==> src/rtl/ffa_pkg.sv <==
package ffa_pkg;

	localparam int ADDR_BITS = 16;
	localparam int START_W   = ADDR_BITS;
	localparam int LEN_W     = ADDR_BITS + 1;
	localparam int END_W     = ADDR_BITS + 2;
	localparam int PADDR_W   = 3;

	localparam logic [LEN_W-1:0] MAX_UNITS = LEN_W'(1) << ADDR_BITS;

	localparam logic [1:0] STAT_OK    = 2'd0;
	localparam logic [1:0] STAT_NOFIT = 2'd1;
	localparam logic [1:0] STAT_FULL  = 2'd2;

	localparam logic MODE_ALLOC   = 1'b0;
	localparam logic MODE_RELEASE = 1'b1;

	localparam logic [PADDR_W-3:0] REG_MEMORY_UNITS = '0;

	typedef enum logic [2:0] {
		CMD_HOLD,
		CMD_INIT,
		CMD_ALLOC,
		CMD_REL_BOTH,
		CMD_REL_PREV,
		CMD_REL_NEXT,
		CMD_INSERT
	} cmd_t;

	typedef enum logic [1:0] {
		S_INIT,
		S_IDLE,
		S_EVAL,
		S_UPDATE
	} fsm_t;

	typedef struct packed {
		logic              mode;
		logic [START_W-1:0] block_start;
		logic [LEN_W-1:0]   block_size;
	} req_t;

	typedef struct packed {
		logic [1:0]         status;
		logic [START_W-1:0] granted_start;
		logic [LEN_W-1:0]   free_total;
	} rsp_t;

	typedef struct packed {
		logic               valid;
		logic [START_W-1:0] start;
		logic [LEN_W-1:0]   len;
	} ent_t;

	typedef struct packed {
		logic fit;
		logic exact;
		logic ovl;
		logic prv;
		logic nxt;
		logic gt;
	} flg_t;

	typedef struct packed {
		cmd_t               cmd;
		logic [START_W-1:0] start;
		logic [LEN_W-1:0]   size;
		logic [END_W-1:0]   stop;
		logic [LEN_W-1:0]   init_len;
	} op_t;

endpackage

==> src/rtl/ffa_cell.sv <==
// One entry of the free table. It compares its block with the current word,
// registers the result, and on an update takes its own new value or its
// neighbor's when the table shifts.
module ffa_cell (
	input  logic                         clk,
	input  logic                         arst_n,
	input  ffa_pkg::op_t                 op,
	input  ffa_pkg::ent_t                above,
	input  ffa_pkg::ent_t                below,
	input  logic                         seen_in,
	output logic                         seen_out,
	input  logic                         del_in,
	output logic                         del_out,
	output ffa_pkg::ent_t                ent,
	output ffa_pkg::flg_t                flg,
	output logic [ffa_pkg::START_W-1:0]  grant
);

	ffa_pkg::ent_t                   ent_q;
	ffa_pkg::ent_t                   ent_nxt;
	ffa_pkg::flg_t                   flg_q;
	ffa_pkg::flg_t                   flg_cmp;
	logic [ffa_pkg::END_W-1:0]       blk_end;
	logic                            key;
	logic                            hit;
	logic                            del_act;

	assign blk_end = ffa_pkg::END_W'(ent_q.start) + ffa_pkg::END_W'(ent_q.len);

	always_comb begin
		flg_cmp.fit   = ent_q.valid && (ent_q.len >= op.size);
		flg_cmp.exact = (ent_q.len == op.size);
		flg_cmp.ovl   = ent_q.valid && (ffa_pkg::END_W'(ent_q.start) < op.stop)
			&& (ffa_pkg::END_W'(op.start) < blk_end);
		flg_cmp.prv   = ent_q.valid && (blk_end == ffa_pkg::END_W'(op.start));
		flg_cmp.nxt   = ent_q.valid && (ffa_pkg::END_W'(ent_q.start) == op.stop);
		flg_cmp.gt    = !ent_q.valid || (ent_q.start > op.start);
	end

	always_ff @(posedge clk or negedge arst_n) begin
		if (!arst_n) begin
			flg_q <= '0;
		end else begin
			flg_q <= flg_cmp;
		end
	end

	// The first cell whose key is set wins; the ones after it see seen_in.
	always_comb begin
		case (op.cmd)
			ffa_pkg::CMD_ALLOC:  key = flg_q.fit;
			ffa_pkg::CMD_INSERT: key = flg_q.gt;
			ffa_pkg::CMD_INIT:   key = 1'b1;
			default:             key = 1'b0;
		endcase
		hit      = key && !seen_in;
		seen_out = seen_in || key;
		del_act  = del_in
			|| ((op.cmd == ffa_pkg::CMD_ALLOC) && hit && flg_q.exact)
			|| ((op.cmd == ffa_pkg::CMD_REL_BOTH) && flg_q.nxt);
		del_out  = del_act;
	end

	always_comb begin
		ent_nxt = ent_q;
		case (op.cmd)
			ffa_pkg::CMD_INIT: begin
				if (hit) begin
					ent_nxt.valid = (op.init_len != '0);
					ent_nxt.start = '0;
					ent_nxt.len   = op.init_len;
				end else begin
					ent_nxt = '0;
				end
			end
			ffa_pkg::CMD_ALLOC: begin
				if (del_act) begin
					ent_nxt = below;
				end else if (hit) begin
					ent_nxt.start = ffa_pkg::START_W'(ffa_pkg::LEN_W'(ent_q.start) + op.size);
					ent_nxt.len   = ent_q.len - op.size;
				end
			end
			ffa_pkg::CMD_REL_BOTH: begin
				if (del_act) begin
					ent_nxt = below;
				end else if (flg_q.prv) begin
					ent_nxt.len = ent_q.len + op.size + below.len;
				end
			end
			ffa_pkg::CMD_REL_PREV: begin
				if (flg_q.prv) begin
					ent_nxt.len = ent_q.len + op.size;
				end
			end
			ffa_pkg::CMD_REL_NEXT: begin
				if (flg_q.nxt) begin
					ent_nxt.start = op.start;
					ent_nxt.len   = ent_q.len + op.size;
				end
			end
			ffa_pkg::CMD_INSERT: begin
				if (hit) begin
					ent_nxt.valid = 1'b1;
					ent_nxt.start = op.start;
					ent_nxt.len   = op.size;
				end else if (seen_in) begin
					ent_nxt = above;
				end
			end
			default: begin
				ent_nxt = ent_q;
			end
		endcase
	end

	always_ff @(posedge clk or negedge arst_n) begin
		if (!arst_n) begin
			ent_q <= '0;
		end else begin
			ent_q <= ent_nxt;
		end
	end

	assign grant = (hit && (op.cmd == ffa_pkg::CMD_ALLOC)) ? ent_q.start : '0;
	assign ent   = ent_q;
	assign flg   = flg_q;

endmodule

==> config.mk <==
export PLATFORM = sky130hd
export DESIGN_NAME = ffa_cell
export DESIGN_NICKNAME = d
export VERILOG_FILES = /design/src/rtl/ffa_pkg.sv /design/src/rtl/ffa_cell.sv
export SDC_FILE = /design/constraint.sdc
export NUM_CORES = 1
export LEC_CHECK = 0
export BUFFER_PORTS_ARGS = -buffer_cell sky130_fd_sc_hd__buf_4
export CAP_MARGIN = 40
export CORE_MARGIN = 4
export CORE_UTILIZATION = 60
export CTS_CLUSTER_SIZE = 20
export DETAILED_ROUTE_END_ITERATION = 6
export GPL_TIMING_DRIVEN = 1
export PLACE_DENSITY = 0.9
export SLEW_MARGIN = 20
export SYNTH_ARGS = -nofsm -noshare
export SYNTH_HDL_FRONTEND = slang
export SYNTH_SLANG_ARGS = --single-unit
==> constraint.sdc <==
create_clock -name clk -period 8.25 [get_ports clk]
set_input_delay 0.825 -clock clk [delete_from_list [all_inputs] [get_ports clk]]
set_output_delay 0.825 -clock clk [all_outputs]
set_load 0.01 [all_outputs]
# --- Word level (Yosys, flattened, before mapping) ---
# Cells that the tools add are included.
totals:
  register_bits: 40
  out_inout_bits: 58
  inputBits: 143
  wordCells: 72
op_classes:
  mux: 16
  n_addsub: 5
  reduce_logical: 22
  magnitude_cmp: 4
  eq_ne: 16
op_table:
  columns: ["cell", "n"]
  rows:
  - ["$mux W34", 3]
  - ["$pmux W17 S6", 1]
  - ["$mux W33", 3]
  - ["$pmux W16 S5", 1]
  - ["$mux W17", 4]
  - ["$lt A16 B18 Y1", 2]
  - ["$add A17 B17 Y17", 2]
  - ["$add A16 B17 Y18", 1]
  - ["$eq A16 B18 Y1", 1]
  - ["$eq A18 B16 Y1", 1]
  - ["$eq A17 B17 Y1", 1]
  - ["$ge A17 B17 Y1", 1]
  - ["$reduce_bool A17 Y1", 1]
  - ["$sub A17 B17 Y17", 1]
  - ["$add A16 B16 Y16", 1]
  - ["$gt A16 B16 Y1", 1]
  - ["$mux W16", 1]
  - ["$eq A3 B3 Y1 const B", 3]
  - ["$logic_and A1 B1 Y1", 9]
  - ["$ne A3 B3 Y1 const B", 3]
  - ["$ne A2 B2 Y1 const B", 4]
  - ["$eq A3 B2 Y1 const B", 2]
  - ["$reduce_and A6 Y1", 1]
  - ["$reduce_bool A6 Y1", 1]
  - ["other kinds (10)", 14]

# --- Depth between registers and ports, before layout ---
# Gate-level depths: netlist of run 1.
depth:
  word_depth: 9
  mapped_depth: 21
  depth_no_buf: 21

# --- Least setup slack after synthesis of run 1 ---
# No wires, ideal clock.
synth_path:
  kind: "input -> register"
  from: "input port op[37] (netlist bit)"
  to: "register ent_q (netlist bit ent[16])"
  t_arrival_ns: 4.408
  required_time_ns: 8.120
  n_path_buf: 1
  slack_ns: 3.713
  setup_time_ns: 0.130
  cell_stages: 21
  cell_sequence: "inv_1 > ha_1 > buf_2 > or3_1 > o22ai_1 > o21ai_0 > nor2_1 > nor2_1 > nor2_1 > nor2_1 > xor2_1 > ha_1 > a21oi_1 > nand2_1 > a21oi_1 > o211ai_1 > a31o_1 > a21o_1 > xor3_1 > a211oi_1 > nor3_1"
synth_via:
  elab_chain_len: 5
  word_cells_on_any_way: 10
  classes_between: "add/sub (3); mux (7)"
synth_rtl:
  columns: ["item", "line_no", "text"]
  rows:
  - ["start, declared", "ffa_cell.sv:7", "input ffa_pkg::op_t op,"]
  - ["$add A17 B17 Y17", "ffa_cell.sv:88, ffa_cell.sv:93, ffa_cell.sv:99", null]
  - ["$add A17 B17 Y17", "ffa_cell.sv:88", "ent_nxt.len = ent_q.len + op.size + below.len;"]
  - ["$mux W17", "ffa_cell.sv:87", "end else if (flg_q.prv) begin"]
  - ["$mux W17", "ffa_cell.sv:85", "if (del_act) begin"]
  - ["$pmux W17 S6 (*)", "ffa_cell.sv:66", "case (op.cmd)"]
  - ["end signal, assigned", "ffa_cell.sv:121", "ent_q <= ent_nxt;"]
  - ["end, declared", "ffa_cell.sv:19", "ffa_pkg::ent_t ent_q;"]
# Every way passes the cells marked *; elsewhere a longest branch is shown, timed or not. The select of a mux whose other input is x is not followed.
# A chain may end at the register's enable or synchronous reset.

# --- Worst setup path in the final report of run 1 ---
layout_path:
  from: "input port op[39] (netlist bit)"
  to: "register ent_q (netlist bit ent[16])"
# The elaborated chain is that of the path after synthesis.

==> results, run 1 <==
- Final hold analysis gives a worst-case slack of 0.550 ns.
- On the critical path, the stage with the largest delay is an instance of sky130_fd_sc_hd__ha_1.
- The largest stage delay on the critical path is 0.43 ns.
- The worst hold path class is in -> async.
- Clock skew on the completed layout was measured at 0.00969 ns.
- In this run the remaining antenna-violating nets after routing total 0.
- The count of different cell masters after synthesis is 77.
- Clock-pin slew was measured on the worst setup and hold paths at 0.06 ns.
- The die boundary height is 122 um.
- The shortest period the worst path allows is 4.79 ns.
- The leakage power figure is 4.72 nW.
- The number of DRC violations after detailed routing is 1.
- In this run, synthesis produced a sequential element count of 40.
- TritonCTS created 5 clock buffers.
- The cell with the most instances after synthesis is sky130_fd_sc_hd__ha_1.
- In this run the power spent charging and discharging nets is 1.17 mW.
- Counting every net in the synthesized netlist gives 1299.
- The flow ran to the end, but the final reports show violations.
- Compared with the post-synthesis result, the final layout area differs by 23.4%.
- Walking the worst path, the cells encountered are buf_4, inv_1, ha_1, or3_1, o22ai_1, o21ai_0, nor2_1, nor2_1, nor2_1, nor2_1, xor2_1, ha_1, a21oi_1, nand2_1, a21oi_1, o211ai_1, a31o_1, a21o_1, xor3_1, a211oi_1, nor3_1.
- The post-route clock period utilization is 0.581.
- The element type at the critical path start is an input pin.
- In the global route stage, overall resource usage came out at 0.379.
- The number of violations of the max-capacitance limit is 0.
- The final core area utilization is 0.758.
- The cell sitting at the root of the clock tree is a sky130_fd_sc_hd__clkbuf_16.
- The required time of the critical path is 8.43 ns.
- The detailed router finished its first iteration with 1045 violations.
- The core region is 12700 um^2.
- Of the total power, the share spent switching nets is 0.502.
- The setup violation total in the final timing report is 0.
- The most common cell type on the critical path is sky130_fd_sc_hd__nor2_1.
- 201 I/O pins were placed.
- The later pin in the worst-skew pair is clocked with a latency of 0.31 ns.
- Entering global routing, the biggest net connects 41 pins.
- The smallest setup slack after layout is 3.46 ns.
- The portion of total power attributed to sequential cells is 0.148.
- Setup repair after global routing left no endpoint under its margin.
- The total grt overflow is 0.
- The number of cells upsized or downsized after cts is 0.
- The proportion of synthesized chip area in sequential cells is 0.129.
- The number of warnings reported in the yosys synthesis log is 0.
- The cts-stage hold buffer count is 0.
- The tree built by TritonCTS fans out to 40 sinks.
- Dividing total power by cell area gives a power density of 243 nW/um^2.
- The checks that failed: DRC.
- The wire length per cell after detailed routing is 21.1 um.
- The number of buffers added for setup after CTS is 0.
- The first TritonRoute pass finished after 7 iterations.
- The final wirelength is 29000 um.
- By area the synthesized netlist is led by sky130_fd_sc_hd__ha_1 21%, sky130_fd_sc_hd__dfrtp_1 13%, sky130_fd_sc_hd__a21oi_1 5.8%.
- The total power after layout is 2.33 mW.
- Along the worst path, the maximum fanout reaches 11.
- The via count of the first global-routing pass is 8492.
- The number of buffers added on ports is 200.
- Headroom to the max-slew limit came out at 0.449.
- The number of buffers on the longest clock path is 2.
- STA classifies the critical path endpoint as a register.
- 0 antenna diodes ended up in the layout.
- The maximum operating frequency is 0.209 GHz.
- The most frequently used flop master after synthesis is sky130_fd_sc_hd__dfrtp_1.
- IR analysis of the VDD net gives a maximum drop of 152 uV.
- The routability-driven placement congestion ratio is 0.978.
- The share of synthesized area in the top cell type comes to 0.206.
- The H-tree was split into 2 levels.
- The area of the mapped netlist is 7790 um^2.
- The number of enable-type register cells in the synthesized netlist is 0.
- At the pin with the least slew margin, the transition time is 0.827 ns.
- The CTS tree is done.
- At the worst endpoint, the arrival time is 4.97 ns.
- Of all flip-flops after synthesis, the portion carrying an async set or reset was 1.00.
- Dividing the synthesized area by the synthesized cell count gives 7.61 um^2.
- The floorplan step defined a die boundary enclosing 14900 um^2.
- The first global-routing pass estimated 44200 um of wire.
- After synthesis, the most frequently instantiated cells are 128 x sky130_fd_sc_hd__ha_1, 90 x sky130_fd_sc_hd__a21oi_1, 84 x sky130_fd_sc_hd__nand2_1.
- The aggregate negative setup slack is 0 ns.
- The number of antenna violations at the first check in global routing is 0.
- The starting density of the core is 0.615.
- The cell-internal power is 1.16 mW.
- The share of total power dissipated in the clock network is 0.104.
- The instance count of the mapped netlist is 1023.
- Of all cell types, the one taking the most synthesized area is sky130_fd_sc_hd__ha_1.
- The die outline width is 122 um.
- The number of vias per cell is 6.47.
- Detailed routing inserted a total of 8869 vias.
- The fraction of final layout cells with drive strength greater than 1 is 0.200.
- The number of slew-limit violations in the final report is 0.
- The portion of total power attributed to combinational logic is 0.748.
- The hold violation total from the final report is 0.
- The worst setup timing slack at the placement stage is 3.18 ns.
- The post-layout net count is 1474.
- The start-to-end type of the worst setup path is in -> reg.
- Detailed placement ended at an HPWL of 22800 um.
- Row generation in the floorplan step produced 41 rows.
## power groups by stage
stage	combinational, mW	sequential, mW	clock, mW
after global routing	1.92	0.347	0.251
final	1.75	0.346	0.242
after floorplan	1.25	0.322	0
after global placement	1.66	0.344	0
after CTS	1.71	0.342	0.244
after detailed placement	1.70	0.346	0
## cell usage in the layout (no fill, tap or decap), types with 13 or more instances in the layout
| cell | synthesis | final |
|---|---|---|
| sky130_fd_sc_hd__nand3_1 | 17 | 17 |
| sky130_fd_sc_hd__nor3_1 | 17 | 16 |
| sky130_fd_sc_hd__xnor2_1 | 39 | 39 |
| sky130_fd_sc_hd__nand2_1 | 84 | 84 |
| sky130_fd_sc_hd__nand2b_1 | 16 | 16 |
| sky130_fd_sc_hd__dfrtp_1 | 40 | 40 |
| sky130_fd_sc_hd__xor2_1 | 26 | 26 |
| sky130_fd_sc_hd__nand4_1 | 16 | 16 |
| sky130_fd_sc_hd__a21o_1 | 32 | 32 |
| sky130_fd_sc_hd__o22ai_1 | 14 | 14 |
| sky130_fd_sc_hd__mux2i_1 | 25 | 25 |
| sky130_fd_sc_hd__a21oi_1 | 90 | 89 |
| sky130_fd_sc_hd__o21ai_0 | 42 | 42 |
| sky130_fd_sc_hd__a22oi_1 | 13 | 13 |
| sky130_fd_sc_hd__o21bai_1 | 14 | 14 |
| sky130_fd_sc_hd__inv_1 | 80 | 80 |
| sky130_fd_sc_hd__ha_1 | 128 | 128 |
| sky130_fd_sc_hd__buf_4 | 0 | 209 |
| sky130_fd_sc_hd__nor2_1 | 77 | 76 |
| sky130_fd_sc_hd__o21ai_1 | 26 | 26 |
| sky130_fd_sc_hd__and2_1 | 18 | 18 |
## registers in the layout (all words and copies together) (netlist names)
signal	flops
ent	34
flg	6
## worst paths after layout
check                      startpoint  endpoint  slack (ns)  cells past startpoint
max                            op[39]   ent[16]        3.46                     21
min                            arst_n   ent[15]        0.55                      1
max reg2reg                    ent[4]   ent[16]        3.62                     19
min reg2reg                   ent[28]   ent[28]        0.65                      2
max in group asynchronous      arst_n   ent[17]        7.27                      1
min in group clk              ent[28]   ent[28]        0.65                      2
## metal layers
layer	part of all wire	vias to the layer above	track usage	wire, um
met2	0.46	555	0.613	13400
met3	0.11	82	0.0678	3120
met5	0	-	0	0
met4	0.035	0	0.135	1010
met1	0.40	4108	0.508	11500
li1	-	4124	-	-
## layout make-up
| type | count | area, um^2 |
|---|---|---|
| clock buffers | 6 | 129 |
| clock inverters | 2 | 35.0 |
| fillers | 996 | 3060 |
| inverters | 82 | 308 |
| multi-input cells | 857 | 6320 |
| flip-flops and latches | 40 | 1000 |
| well taps | 172 | 215 |
| repair buffers | 212 | 1600 |
## kinds of logic after synthesis
| family | Yosys count | share of synthesized area |
|---|---|---|
| adder cells (fa/ha/maj) | 133 | 0.219 |
| multiplexers | 29 | 0.0379 |
| AO/OA/AOI/OAI | 347 | 0.302 |
| buffers and inverters | 126 | 0.0631 |
| AND/OR/NAND/NOR | 282 | 0.174 |
| flip-flops | 40 | 0.129 |
| XOR/XNOR | 66 | 0.0762 |
## critical path, delay by kind of cell
kind / cells / cell delay, ns
buffers and inverters: 2 / 0.16
AOI/OAI and AO/OA: 8 / 1.75
xor gates and xnor gates: 2 / 0.50
adders and majority gates: 2 / 0.79
and+or+nand+nor: 7 / 0.95
## metrics by stage
step	area, um^2	cells
floorplan	7790	1023
global placement	9400	1359
detailed placement	9420	1361
CTS	9590	1369
global route	9610	1371
finish	9610	1371
Note: power is estimated with default switching activity, not from simulation.
==> run 2: changes to the inputs <==
Settings changed: CORE_UTILIZATION 60 to 56, PLACE_DENSITY 0.9 to 0.85.
Clock period 8.25 ns to 4.95 ns, I/O delays scaled along.
==> run 2 against run 1 <==
Effect of this change: the flow now finishes without violations; sequential power rose by 64%; clock-buffer cell count did not move; non-clock buffer count rose by 5; wire length fell by 0.38%; register-to-register slack got worse by 3.1 ns; core utilization fell by 4.4 points; critical path depth fell by 1; final cell count rose by 0.58%; die area rose by 6.7%; clock skew rose by 0.00096 ns; via count fell by 1.4%.
==> results, run 2 (same netlist as run 1, synthesis figures left out) <==
- The floorplan step set the die width to 126 um.
- The CTS tree is done.
- The total area inside the core boundary comes to 13500 um^2.
- The number of buffers added on ports is 200.
- Measured on the finished design, the core utilization comes to 0.715.
- For this run, design rule violations remaining after detail routing come to 0.
- The actual transition at the worst max-transition pin is 0.809 ns.
- Including well taps, the total number of placed cells is 1372.
- The fill cell instance count of the final layout is 1129.
- The root buffer cell chosen for the clock tree is sky130_fd_sc_hd__clkbuf_16.
- The critical path arrival is 4.67 ns.
- The slack of the worst reg-to-reg path is 0.47 ns.
- 0 antenna diodes ended up in the layout.
- The most numerous cell type found on the critical path is sky130_fd_sc_hd__nor2_1.
- Dividing the final minimum period by the clock period gives 0.904.
- The number of slew-limit violations in the final report was 0.
- The number of cells upsized or downsized after cts is 0.
- The non-filler instance count after layout is 1379.
- Measured along the y axis, the die boundary spans 126 um.
- In this run, post-CTS hold repair placed 0 buffers.
- The starting density of the core is 0.579.
- The final route contains 8744 vias.
- The shortest period the worst path allows is 4.48 ns.
- The maximum number of pins on one net before global-route repair is 41.
- The final worst clock skew is 0.0107 ns.
- By startpoint and endpoint, the worst setup path is classified as reg -> reg.
- For this run, the slowest stage of the critical path takes 0.45 ns.
- After clock tree synthesis, the setup repair step added 0 buffers.
- The post-layout net count is 1479.
- The clock sink count is 40.
- The wire length per cell after detailed routing is 20.9 um.
- The slowest library cell on the worst path is sky130_fd_sc_hd__o21ai_0.
- Across every metal layer, demand over resource in global routing totals 0.352.
- In the final layout, the share of cells above drive strength 1 is 0.201.
- The number of buffers on the longest clock path is 2.
- The number of vias per cell is 6.34.
- The maximum operating frequency is 0.223 GHz.
- The top cell types in the final layout, fill and taps aside, are 216 x sky130_fd_sc_hd__buf_4, 128 x sky130_fd_sc_hd__ha_1, 89 x sky130_fd_sc_hd__a21oi_1, 84 x sky130_fd_sc_hd__nand2_1, 80 x sky130_fd_sc_hd__inv_1.
- The aggregate negative setup slack is 0 ns.
- Clock-pin slew was measured on the worst setup and hold paths at 0.07 ns.
- The number of antenna violations at the first check in global routing came to 0.
- The via count of the first global-routing pass is 8523.
- The cell depth of the worst flop-to-flop path is 20.
- The element type at the critical path start is a register.
- The worst slew margin relative to its limit is 0.459.
- The most common cell after layout, fill and taps aside is sky130_fd_sc_hd__buf_4.
- The first-pass GRT wire length is 45200 um.
- The smallest setup slack after layout is 0.473 ns.
- The half-perimeter wire length after placement is 22800 um.
- The first detailed-routing pass ran for 6 iterations.
- The maximum fanout encountered on the critical timing path is 7.
- The routability-driven placement congestion ratio is 0.985.
- The hold violation total from the final report was 0.
- After global routing the overflow that remains totals 0.
- The run finished with clean final reports.
- 201 I/O pins were placed.
- The kind of end point of the critical path is a register.
- The endpoint of the worst register-to-register path is ent[16].
- The number of nets still failing antenna checks after routing is 0.
- The post-detailed-placement cell area is 9480 um^2.
- VDD sags by at most 229 uV.
- From synthesis to final layout, the design area changed by 23.4%.
- After the first detailed-routing iteration, the DRC count stood at 823.
- The critical path goes through ha_1, inv_1, a21oi_1, o22ai_1, o21ai_0, nor2_1, nor2_1, nor2_1, nor2_1, xor2_1, ha_1, a21oi_1, nand2_1, a21oi_1, o211ai_1, a31o_1, a21o_1, xor3_1, a211oi_1, nor3_1.
- The number of levels in the clock H-tree is 2.
- For this design the ratio of total power to cell area is 400 nW/um^2.
- The analysis attributes to cell leakage a power of 4.73 nW.
- In this run the worst hold path is classified as in -> async.
- Setup violations remaining at the end of the flow were counted as 0.
- The number of standard-cell rows in the floorplan is 42.
- Setup repair after global routing left no endpoint under its margin.
- The clock network latency to the later pin of the worst-skew pair is 0.30 ns.
- The final wirelength is 28900 um.
- The area of the die is 15900 um^2.
- The CTS buffer count is 5.
- Once layout is done, the placed cells without fillers occupy 9610 um^2.
- Before CTS, the worst setup slack after placement is 0.342 ns.
- The register with the most flip-flops in the layout has 34 of them.
- The tool flagged a number of max-cap violations equal to 0.
- The startpoint identified for the worst register-to-register timing path is ent[3].
- The required time of the critical path is 5.14 ns.
## run 2: critical path: cells and delay by family (launching register included)
| family | cells | cell delay, ns |
|---|---|---|
| compound gates | 9 | 1.97 |
| fa+ha+maj | 2 | 0.73 |
| simple gates | 6 | 0.57 |
| xor+xnor | 2 | 0.52 |
| flops | 1 | 0.44 |
| buf+inv | 1 | 0.14 |
## run 2: worst max-delay path by stage
stage | from | depth (start not counted) | slack [ns] | to
floorplan | op[37] | 21 | 0.74 | ent[16]
global placement | op[38] | 22 | 0.40 | ent[16]
detailed placement | op[36] | 22 | 0.34 | ent[16]
CTS | ent[3] | 20 | 0.53 | ent[16]
global route | ent[3] | 20 | 0.13 | ent[16]
finish | ent[3] | 20 | 0.47 | ent[16]
## run 2: stage by stage
stage	total power, mW	hold WS [ns]
after global routing	4.15	0.264
after floorplan	2.62	0.199
after CTS	3.78	0.229
final	3.84	0.211
after global placement	3.37	0.550
after detailed placement	3.41	0.553
## run 2: per-layer routing
| layer | GRT usage | vias to the layer above | routed length, um |
|---|---|---|---|
| met1 | 0.471 | 4016 | 11900 |
| met2 | 0.571 | 522 | 13100 |
| met3 | 0.0631 | 84 | 2830 |
| met5 | 0 | - | 0 |
| met4 | 0.123 | 0 | 1020 |
| li1 | - | 4122 | - |
## run 2: area by class of cell
cell class | count | area, um^2 | area share
multi-input combinational | 857 | 6310 | 0.657
timing repair buffer | 217 | 1640 | 0.170
sequential | 40 | 1000 | 0.104
inverter | 82 | 308 | 0.0320
tap | 176 | 220 | 0.0229
clock buffer | 6 | 129 | 0.0134
clock inverter | 1 | 5.00 | 0.000521
## run 2: power by group
part / total, mW / switching [mW] / leakage (nW) / internal, mW
combinational: 2.93 / 1.62 / 4.15 / 1.31
sequential: 0.567 / 0.167 / 0.507 / 0.400
clock: 0.345 / 0.160 / 0.0667 / 0.184
total: 3.84 / 1.95 / 4.73 / 1.89
